File: config.mk
export PLATFORM = sky130hd
export DESIGN_NAME = gregorian_date_arithmetic
export DESIGN_NICKNAME = d
export VERILOG_FILES = /design/src/dga_pkg.sv /design/src/dga_sequencer.sv /design/src/dga_datapath.sv /design/src/gregorian_date_arithmetic.sv
export SDC_FILE = /design/constraint.sdc
export NUM_CORES = 1
export LEC_CHECK = 0
export ABC_AREA = 1
export BUFFER_PORTS_ARGS = -buffer_cell sky130_fd_sc_hd__clkbuf_2
export CAP_MARGIN = 20
export CORE_ASPECT_RATIO = 0.7
export CORE_MARGIN = 2
export CORE_UTILIZATION = 30
export DETAILED_ROUTE_END_ITERATION = 8
export PLACE_DENSITY = 0.51
export SYNTH_ARGS = -nofsm -noshare
export SYNTH_HDL_FRONTEND = slang
export SYNTH_HIERARCHICAL = 1
export SYNTH_SLANG_ARGS = --single-unit
File: constraint.sdc
create_clock -name clk -period 13.9 [get_ports clk]
set_input_delay 1.39 -clock clk [delete_from_list [all_inputs] [get_ports clk]]
set_output_delay 1.39 -clock clk [all_outputs]
set_load 0.02 [all_outputs]
File: src/dga_pkg.sv
// Shared types and helpers for the Gregorian date arithmetic block.
// Holds the control word, status and result structs and the calendar tables.
// No dependencies.
package dga_pkg;

    // Top year the add walk may reach before it saturates.
    localparam int unsigned YEAR_MAX = 9999;

    // Saturation bounds of the 23-bit signed day difference
    localparam logic signed [24:0] DIFF_MAX = 25'sd4194303;
    localparam logic signed [24:0] DIFF_MIN = -25'sd4194304;

    // Datapath operations, one per microcode step
    typedef enum logic [3:0] {
        OP_NOP,
        OP_LOAD,
        OP_YEAR_Q,
        OP_YEAR_LEAP,
        OP_WALK,
        OP_ACC_A,
        OP_ACC_B,
        OP_MUL_YEARS,
        OP_ACC_PROD,
        OP_EMIT
    } alu_op_t;

    // Control driven by the sequencer each cycle
    typedef struct packed {
        logic    take_in;
        alu_op_t op;
    } ctrl_t;

    // Datapath flags that steer the sequencer's jumps
    typedef struct packed {
        logic is_diff;
        logic walk_done;
        logic month_wrap;
    } status_t;

    // One result item
    typedef struct packed {
        logic        overflow;
        logic [22:0] day_difference;
        logic [13:0] year_out;
        logic [3:0]  month_out;
        logic [4:0]  day_out;
    } result_t;

    // Days in a month; invalid month codes count as 31 days.
    function automatic logic [4:0] month_len(logic [3:0] m, logic leap);
        logic [4:0] n;
        unique case (m)
            4'd2:                      n = leap ? 5'd29 : 5'd28;
            4'd4, 4'd6, 4'd9, 4'd11:   n = 5'd30;
            default:                   n = 5'd31;
        endcase
        return n;
    endfunction

    // Days in the months before month m of a year, invalid codes included.
    function automatic logic [8:0] days_before_month(logic [3:0] m, logic leap);
        logic [8:0] n;
        unique case (m)
            4'd0:    n = 9'd0;
            4'd1:    n = 9'd0;
            4'd2:    n = 9'd31;
            4'd3:    n = 9'd59;
            4'd4:    n = 9'd90;
            4'd5:    n = 9'd120;
            4'd6:    n = 9'd151;
            4'd7:    n = 9'd181;
            4'd8:    n = 9'd212;
            4'd9:    n = 9'd243;
            4'd10:   n = 9'd273;
            4'd11:   n = 9'd304;
            4'd12:   n = 9'd334;
            4'd13:   n = 9'd365;
            4'd14:   n = 9'd396;
            default: n = 9'd427;
        endcase
        // February lies before every month above two
        if (leap && (m > 4'd2))
        begin
            n = n + 9'd1;
        end
        return n;
    endfunction

endpackage

File: src/dga_sequencer.sv
// Microcode sequencer: step counter, control store and jump logic.
// Drives the datapath op for each step from a read-only program.
// Depends on dga_pkg.
module dga_sequencer (
    input  logic             clk,
    input  logic             rst_n,
    input  logic             in_valid,
    input  logic             out_busy,
    input  dga_pkg::status_t status,
    output dga_pkg::ctrl_t   ctrl
);
    import dga_pkg::*;

    typedef logic [3:0] step_t;

    typedef enum logic [2:0] {
        JC_NEXT,
        JC_ALWAYS,
        JC_WAIT_IN,
        JC_IF_DIFF,
        JC_WALK,
        JC_WAIT_OUT
    } jump_t;

    typedef struct packed {
        logic    take_in;
        alu_op_t op;
        jump_t   jc;
        step_t   target;
    } ucode_t;

    // Program addresses
    localparam step_t ST_IDLE     = 4'd0;
    localparam step_t ST_LOAD     = 4'd1;
    localparam step_t ST_ADD_YQ   = 4'd2;
    localparam step_t ST_ADD_YL   = 4'd3;
    localparam step_t ST_WALK     = 4'd4;
    localparam step_t ST_WRAP_YQ  = 4'd5;
    localparam step_t ST_DIF_YQ_A = 4'd6;
    localparam step_t ST_DIF_YL_A = 4'd7;
    localparam step_t ST_ACC_A    = 4'd8;
    localparam step_t ST_DIF_YQ_B = 4'd9;
    localparam step_t ST_DIF_YL_B = 4'd10;
    localparam step_t ST_ACC_B    = 4'd11;
    localparam step_t ST_MUL      = 4'd12;
    localparam step_t ST_ACC_PROD = 4'd13;
    localparam step_t ST_EMIT     = 4'd14;

    // Control store
    function automatic ucode_t ucode_rom(step_t pc);
        ucode_t w;
        unique case (pc)
            ST_IDLE:     w = '{1'b1, OP_NOP,       JC_WAIT_IN,  ST_IDLE};
            ST_LOAD:     w = '{1'b0, OP_LOAD,      JC_IF_DIFF,  ST_DIF_YQ_A};
            ST_ADD_YQ:   w = '{1'b0, OP_YEAR_Q,    JC_NEXT,     ST_IDLE};
            ST_ADD_YL:   w = '{1'b0, OP_YEAR_LEAP, JC_NEXT,     ST_IDLE};
            ST_WALK:     w = '{1'b0, OP_WALK,      JC_WALK,     ST_EMIT};
            ST_WRAP_YQ:  w = '{1'b0, OP_YEAR_Q,    JC_ALWAYS,   ST_ADD_YL};
            ST_DIF_YQ_A: w = '{1'b0, OP_YEAR_Q,    JC_NEXT,     ST_IDLE};
            ST_DIF_YL_A: w = '{1'b0, OP_YEAR_LEAP, JC_NEXT,     ST_IDLE};
            ST_ACC_A:    w = '{1'b0, OP_ACC_A,     JC_NEXT,     ST_IDLE};
            ST_DIF_YQ_B: w = '{1'b0, OP_YEAR_Q,    JC_NEXT,     ST_IDLE};
            ST_DIF_YL_B: w = '{1'b0, OP_YEAR_LEAP, JC_NEXT,     ST_IDLE};
            ST_ACC_B:    w = '{1'b0, OP_ACC_B,     JC_NEXT,     ST_IDLE};
            ST_MUL:      w = '{1'b0, OP_MUL_YEARS, JC_NEXT,     ST_IDLE};
            ST_ACC_PROD: w = '{1'b0, OP_ACC_PROD,  JC_NEXT,     ST_IDLE};
            ST_EMIT:     w = '{1'b0, OP_EMIT,      JC_WAIT_OUT, ST_IDLE};
            default:     w = '{1'b0, OP_NOP,       JC_ALWAYS,   ST_IDLE};
        endcase
        return w;
    endfunction

    step_t  pc_reg;
    step_t  pc_next;
    ucode_t uword;

    assign uword        = ucode_rom(pc_reg);
    assign ctrl.take_in = uword.take_in;
    assign ctrl.op      = uword.op;

    // Pick the next step
    always_comb
    begin
        unique case (uword.jc)
            JC_NEXT:     pc_next = pc_reg + 4'd1;
            JC_ALWAYS:   pc_next = uword.target;
            JC_WAIT_IN:  pc_next = in_valid ? pc_reg + 4'd1 : pc_reg;
            JC_IF_DIFF:  pc_next = status.is_diff ? uword.target : pc_reg + 4'd1;
            JC_WALK:
            begin
                if (status.walk_done)
                begin
                    pc_next = uword.target;
                end
                else if (status.month_wrap)
                begin
                    pc_next = pc_reg + 4'd1;
                end
                else
                begin
                    pc_next = pc_reg;
                end
            end
            JC_WAIT_OUT: pc_next = out_busy ? pc_reg : uword.target;
            default:     pc_next = ST_IDLE;
        endcase
    end

    // Advance the step counter
    always_ff @(posedge clk or negedge rst_n)
    begin
        if (!rst_n)
        begin
            pc_reg <= ST_IDLE;
        end
        else
        begin
            pc_reg <= pc_next;
        end
    end

endmodule

File: src/dga_datapath.sv
// Datapath for date arithmetic: request registers, month walk, year unit
// (leap flag and leap-year count) and the difference accumulator.
// Depends on dga_pkg; steered by dga_sequencer.
module dga_datapath (
    input  logic             clk,
    input  dga_pkg::ctrl_t   ctrl,
    input  logic             in_fire,
    input  logic             operation,
    input  logic [4:0]       day_a,
    input  logic [3:0]       month_a,
    input  logic [13:0]      year_a,
    input  logic [4:0]       day_b,
    input  logic [3:0]       month_b,
    input  logic [13:0]      year_b,
    input  logic [15:0]      add_days,
    output dga_pkg::status_t status,
    output dga_pkg::result_t result
);
    import dga_pkg::*;

    // Request registers
    logic        op_reg;
    logic [4:0]  da_reg;
    logic [3:0]  ma_reg;
    logic [13:0] ya_reg;
    logic [4:0]  db_reg;
    logic [3:0]  mb_reg;
    logic [13:0] yb_reg;
    logic [15:0] nd_reg;

    // Working registers
    logic [16:0]        d_reg;
    logic [3:0]         m_reg;
    logic [13:0]        y_reg;
    logic               ovf_reg;
    logic [7:0]         q_reg;
    logic               leap_reg;
    logic [11:0]        lb_reg;
    logic signed [24:0] acc_reg;
    logic signed [23:0] prod_reg;

    logic [26:0]        q_prod;
    logic [13:0]        rem100;
    logic               r_zero;
    logic               y_lo_zero;
    logic               leap_calc;
    logic [12:0]        lb_calc;
    logic [4:0]         mlen;
    logic [9:0]         doy_a;
    logic [9:0]         doy_b;
    logic signed [14:0] dy;

    // Year unit: y / 100 by reciprocal, exact for all 14-bit years
    assign q_prod    = 27'(y_reg) * 27'd5243;
    assign rem100    = y_reg - 14'(q_reg) * 14'd100;
    assign r_zero    = (rem100 == 14'd0);
    assign y_lo_zero = (y_reg[1:0] == 2'b00);
    assign leap_calc = (y_lo_zero && !r_zero) || (r_zero && (q_reg[1:0] == 2'b00));

    // Leap years in [0, y): ceil(y/4) - ceil(y/100) + ceil(y/400)
    assign lb_calc = 13'(y_reg[13:2]) + 13'(!y_lo_zero)
                   - 13'(q_reg) - 13'(!r_zero)
                   + 13'(q_reg[7:2]) + 13'((q_reg[1:0] != 2'b00) || !r_zero);

    assign mlen  = month_len(m_reg, leap_reg);
    assign doy_a = 10'(da_reg) + 10'(days_before_month(ma_reg, leap_reg));
    assign doy_b = 10'(db_reg) + 10'(days_before_month(mb_reg, leap_reg));
    assign dy    = $signed({1'b0, ya_reg}) - $signed({1'b0, yb_reg});

    assign status.is_diff    = op_reg;
    assign status.walk_done  = ovf_reg || (d_reg <= 17'(mlen));
    assign status.month_wrap = (m_reg >= 4'd12);

    // Capture the request item
    always_ff @(posedge clk)
    begin
        if (in_fire)
        begin
            op_reg <= operation;
            da_reg <= day_a;
            ma_reg <= month_a;
            ya_reg <= year_a;
            db_reg <= day_b;
            mb_reg <= month_b;
            yb_reg <= year_b;
            nd_reg <= add_days;
        end
    end

    // Execute the current step
    always_ff @(posedge clk)
    begin
        unique case (ctrl.op)
            OP_LOAD:
            begin
                d_reg   <= 17'(da_reg) + 17'(nd_reg);
                m_reg   <= ma_reg;
                y_reg   <= ya_reg;
                ovf_reg <= (17'(ya_reg) > 17'(YEAR_MAX));
                acc_reg <= '0;
            end
            OP_YEAR_Q:
            begin
                q_reg <= q_prod[26:19];
            end
            OP_YEAR_LEAP:
            begin
                leap_reg <= leap_calc;
                lb_reg   <= lb_calc[11:0];
            end
            OP_WALK:
            begin
                // Step one month forward while the day spills over
                if (!status.walk_done)
                begin
                    d_reg <= d_reg - 17'(mlen);
                    if (status.month_wrap)
                    begin
                        m_reg   <= 4'd1;
                        y_reg   <= y_reg + 14'd1;
                        ovf_reg <= ((17'(y_reg) + 17'd1) > 17'(YEAR_MAX));
                    end
                    else
                    begin
                        m_reg <= m_reg + 4'd1;
                    end
                end
            end
            OP_ACC_A:
            begin
                acc_reg <= acc_reg + $signed(25'(lb_reg)) + $signed(25'(doy_a));
                y_reg   <= yb_reg;
            end
            OP_ACC_B:
            begin
                acc_reg <= acc_reg - $signed(25'(lb_reg)) - $signed(25'(doy_b));
            end
            OP_MUL_YEARS:
            begin
                prod_reg <= 24'(dy) * 24'sd365;
            end
            OP_ACC_PROD:
            begin
                acc_reg <= acc_reg + 25'(prod_reg);
            end
            default:
            begin
            end
        endcase
    end

    // Form the result item
    always_comb
    begin
        result = '0;
        if (op_reg)
        begin
            if (acc_reg > DIFF_MAX)
            begin
                result.day_difference = 23'(DIFF_MAX);
            end
            else if (acc_reg < DIFF_MIN)
            begin
                result.day_difference = 23'(DIFF_MIN);
            end
            else
            begin
                result.day_difference = acc_reg[22:0];
            end
        end
        else if (ovf_reg)
        begin
            result.day_out   = 5'd31;
            result.month_out = 4'd12;
            result.year_out  = 14'(YEAR_MAX);
            result.overflow  = 1'b1;
        end
        else
        begin
            result.day_out   = d_reg[4:0];
            result.month_out = m_reg;
            result.year_out  = y_reg;
        end
    end

endmodule

File: src/gregorian_date_arithmetic.sv
// Gregorian date arithmetic: add days to a date, or count days between dates.
// Each request item is handled one at a time. Difference mode runs a fixed
// program from acceptance to result: the year unit runs once per date and
// one 24-bit product of the year gap is added. Add mode walks the date
// forward by one month length per cycle, pausing at each year boundary while
// the shared year unit refreshes the leap flag. The next item is taken once
// the result has been moved into the output register, which holds it while
// the sink stalls.
// Depends on dga_pkg, dga_sequencer and dga_datapath.
module gregorian_date_arithmetic (
    input  logic        clk,
    input  logic        rst_n,
    input  logic        s_tvalid,
    output logic        s_tready,
    // day_a[4:0], month_a[8:5], year_a[22:9], day_b[27:23], month_b[31:28],
    // year_b[45:32], add_days[61:46], zero fill[63:62]
    input  logic [63:0] s_tdata,
    // operation[0]
    input  logic        s_tuser,
    output logic        m_tvalid,
    input  logic        m_tready,
    // day_out[4:0], month_out[8:5], year_out[22:9], day_difference[45:23],
    // zero fill[47:46]
    output logic [47:0] m_tdata,
    // overflow[0]
    output logic        m_tuser
);
    import dga_pkg::*;

    ctrl_t   ctrl;
    status_t status;
    result_t result;

    logic        in_fire;
    logic        out_busy;
    logic        out_load;
    logic        m_tvalid_reg;
    logic [47:0] m_tdata_reg;
    logic        m_tuser_reg;

    assign s_tready = ctrl.take_in;
    assign in_fire  = s_tvalid && ctrl.take_in;
    assign out_busy = m_tvalid_reg && !m_tready;
    assign out_load = (ctrl.op == OP_EMIT) && !out_busy;

    dga_sequencer u_seq (
        .clk      (clk),
        .rst_n    (rst_n),
        .in_valid (s_tvalid),
        .out_busy (out_busy),
        .status   (status),
        .ctrl     (ctrl)
    );

    dga_datapath u_dp (
        .clk       (clk),
        .ctrl      (ctrl),
        .in_fire   (in_fire),
        .operation (s_tuser),
        .day_a     (s_tdata[4:0]),
        .month_a   (s_tdata[8:5]),
        .year_a    (s_tdata[22:9]),
        .day_b     (s_tdata[27:23]),
        .month_b   (s_tdata[31:28]),
        .year_b    (s_tdata[45:32]),
        .add_days  (s_tdata[61:46]),
        .status    (status),
        .result    (result)
    );

    // Hold the result until the sink takes it
    always_ff @(posedge clk or negedge rst_n)
    begin
        if (!rst_n)
        begin
            m_tvalid_reg <= 1'b0;
        end
        else if (out_load)
        begin
            m_tvalid_reg <= 1'b1;
        end
        else if (m_tready)
        begin
            m_tvalid_reg <= 1'b0;
        end
    end

    // Load the result payload
    always_ff @(posedge clk)
    begin
        if (out_load)
        begin
            m_tdata_reg <= {2'b00, result.day_difference, result.year_out,
                            result.month_out, result.day_out};
            m_tuser_reg <= result.overflow;
        end
    end

    assign m_tvalid = m_tvalid_reg;
    assign m_tdata  = m_tdata_reg;
    assign m_tuser  = m_tuser_reg;

`ifndef NO_ASSERTIONS
    // One request at a time: no accept in the cycle after an accept
    a_single_item: assert property (@(posedge clk) disable iff (!rst_n)
        (s_tvalid && s_tready) |=> !s_tready)
        else $error("second item accepted while one is in work");

    // A saturated sum always reads as the last day of the top year
    a_ovf_saturates: assert property (@(posedge clk) disable iff (!rst_n)
        (m_tvalid && m_tuser) |->
            (m_tdata[4:0] == 5'd31) && (m_tdata[8:5] == 4'd12) &&
            (m_tdata[22:9] == 14'(YEAR_MAX)) && (m_tdata[45:23] == 23'd0))
        else $error("overflow result not saturated");

    // A nonzero difference never comes with date fields or overflow
    a_diff_exclusive: assert property (@(posedge clk) disable iff (!rst_n)
        (m_tvalid && (m_tdata[45:23] != 23'd0)) |->
            ((m_tdata[22:0] == 23'd0) && !m_tuser))
        else $error("difference result carries date fields");

    // The result is loaded only from the emit step with a free output
    a_emit_free: assert property (@(posedge clk) disable iff (!rst_n)
        (ctrl.op == OP_EMIT && m_tvalid && !m_tready) |=> $stable(m_tdata))
        else $error("pending result overwritten");
`endif

endmodule

==> results.cfg <==
[layout]
instances_no_fill = 4205
nets = 3680
syn_to_final_growth_pct = 11.5
largest_register_ffs = 46
layout-drive-gt1-share_pct = 7.94
diodes = 0

[synth]
synth.most_common_cell = nand2_1
ys_top_cells_by_count = nand2_1, inv_1, ha_1
ys_seq_area_share_pct = 27.9
synth_edf_count = 216
netlist_top_cells_area = edfxtp_1, ha_1, fa_1
synth_top_cell_area_share_pct = 25.9
synthArstFlopShare_pct = 2.09
synth-main-ff-cell = edfxtp_1
ys_warn_count = 6
ys_ff_latch = 239
synthesis.area_um2 = 25000
synthDistinctLibCells = 63
syn_avg_cell_area_um2 = 8.41
synth_area_leader_cell = edfxtp_1
syn-instance-count = 2973

[drt]
drt_iter0_drc = 1653
viasPerCell = 4.80
num_vias = 20200
routedWlPerCell_um = 17.0
drc = 0
postRouteAntennaNets = 0
routed_wirelength_um = 71300
firstDrtPassIters = 7

[die]
fp.dieH_um = 246
num_io_pins = 120
start_util_pct = 30.3
die-area_um2 = 85700
core_area_um2 = 82500
die_w_um = 349
rows = 88

[place]
dp_hpwl_um = 59300
dp.cells = 4151
port_buffers = 115
place_congestion = 0.919

[timing]
finalMaxSlewViolations = 0
setup_viol = 0
max_freq_ghz = 0.141
hold_viol = 0
slew_headroom_pct = 38.5
whs_ns = 0.626
finalSetupTns_ns = 0
fin_skew_ns = 0.0286
period_share_pct = 51.1
period_minus_slack_ns = 7.11
tightest_slew_ns = 0.922
rsz0062_at_grt = false

[setup_path]
crit_path_start_kind = register
crit_buf_inv = 4
critPathTopFamily = adder cells
r2r_end = u_dp/lb_reg[9]$_DFFE_PN_
crit_top_cell = nand2_1
crit_slowest_cell = edfxtp_1
end_kind = register
critPathKind = register to register
crit_fanout = 5
ff2ff_setup_slack_ns = 6.79
cp.required_ns = 14.23
arrival_ns = 7.44
reg2regPathDepth = 37
cpPeakStageDelay_ns = 0.53
reg2reg_from = u_dp/q_reg[2]$_DFFE_PN_

[clock_network]
path_clk_slew_ns = 0.06
cts_tree = yes
cts.sinks = 239
insertion_delay_ns = 0.60
cts_root_buf = clkbuf_16
clock_path_buffers = 3
postCtsHoldBufs = 0
numCtsBuffers = 29
cts_max_level = 1
post-cts-setup-buffers = 0
cts-resized-gates = 0

[run]
drv_cap = 0

[worst_hold_path]
hold_class = primary input to async pin

[global_routing]
overflow = 0
grt_pass1_wl_um = 112000
grt_start_max_net_pins = 48
grt_pass1_vias = 19400
track_usage_pct = 16.8
antenna_found_initial = 1

[run_status]
run_status = complete, no violations
stage by stage:
stage | instance area, um^2 | utilization [%] | worst slack [ns]
after detailed placement | 26900 | 32.6 | 6.88
after global routing | 27900 | 33.8 | 6.39
after floorplan | 25000 | - | 7.53
after global placement | 26900 | 32.6 | 6.91
after CTS | 27900 | 33.8 | 6.88
final | 27900 | 33.8 | 6.79
worst register-to-register path: cells and delay by family (launching register included):
kind	cells	cell delay, ns
xor gates and xnor gates	2	0.30
DFF	1	0.53
AOI/OAI and AO/OA	4	0.74
and+or+nand+nor	17	1.46
adders and majority gates	10	3.59
buffers and inverters	4	0.22
worst max-delay path by stage:
stage | start | end | slack, ns | cells past startpoint
5_1_grt | u_dp/q_reg[3]$_DFFE_PN_ | u_dp/lb_reg[9]$_DFFE_PN_ | 6.39 | 37
6_report | u_dp/q_reg[2]$_DFFE_PN_ | u_dp/lb_reg[9]$_DFFE_PN_ | 6.79 | 37
4_1_cts | u_dp/q_reg[2]$_DFFE_PN_ | u_dp/lb_reg[9]$_DFFE_PN_ | 6.88 | 37
2_1_floorplan | u_dp/q_reg[2]$_DFFE_PN_ | u_dp/lb_reg[9]$_DFFE_PN_ | 7.53 | 37
3_5_place_dp | u_dp/q_reg[2]$_DFFE_PN_ | u_dp/lb_reg[9]$_DFFE_PN_ | 6.88 | 37
3_3_place_gp | u_dp/q_reg[2]$_DFFE_PN_ | u_dp/lb_reg[9]$_DFFE_PN_ | 6.91 | 37
metal layers:
| layer | up-vias | wire (um) | part of all wire (%) | global-route usage [%] |
|---|---|---|---|---|
| li1 | 10100 | - | - | - |
| met1 | 9439 | 39200 | 55 | 27.3 |
| met2 | 560 | 25300 | 35 | 22.0 |
| met3 | 56 | 5820 | 8.2 | 4.20 |
| met4 | 0 | 968 | 1.4 | 2.42 |
| met5 | - | 0 | 0 | 0 |
cell families (layout without fill, tap and decap cells):
family	Yosys count	after routing	synth area share [%]
AND/OR/NAND/NOR	1061	1061	18.5
buffers and inverters	583	734	9.03
adder cells (fa/ha/maj)	508	508	30.1
AO/OA/AOI/OAI	465	465	10.4
flip-flops	239	239	27.9
XOR/XNOR	116	116	4.09
other	1	2	0.0150
cell type report:
class	instances	area [um^2]
clock buffer	30	729
clock inverter	23	270
fill	8648	54600
inverter	551	2070
multi-input combinational	2152	15800
sequential	239	6970
tap	1080	1350
timing repair buffer	130	692
cells in the final DEF (no fill, tap or decap), types with 115 or more instances in the layout:
cell / Yosys / routed
nand3_1: 175 / 175
edfxtp_1: 216 / 216
nor2_1: 188 / 187
clkbuf_2: 1 / 115
fa_1: 155 / 155
ha_1: 353 / 353
o21ai_0: 136 / 135
nand2_1: 559 / 559
inv_1: 538 / 537
a21oi_1: 209 / 209
Power is not shown: default switching activity piles up to over one toggle a cycle in this logic, so the estimate is an artifact.
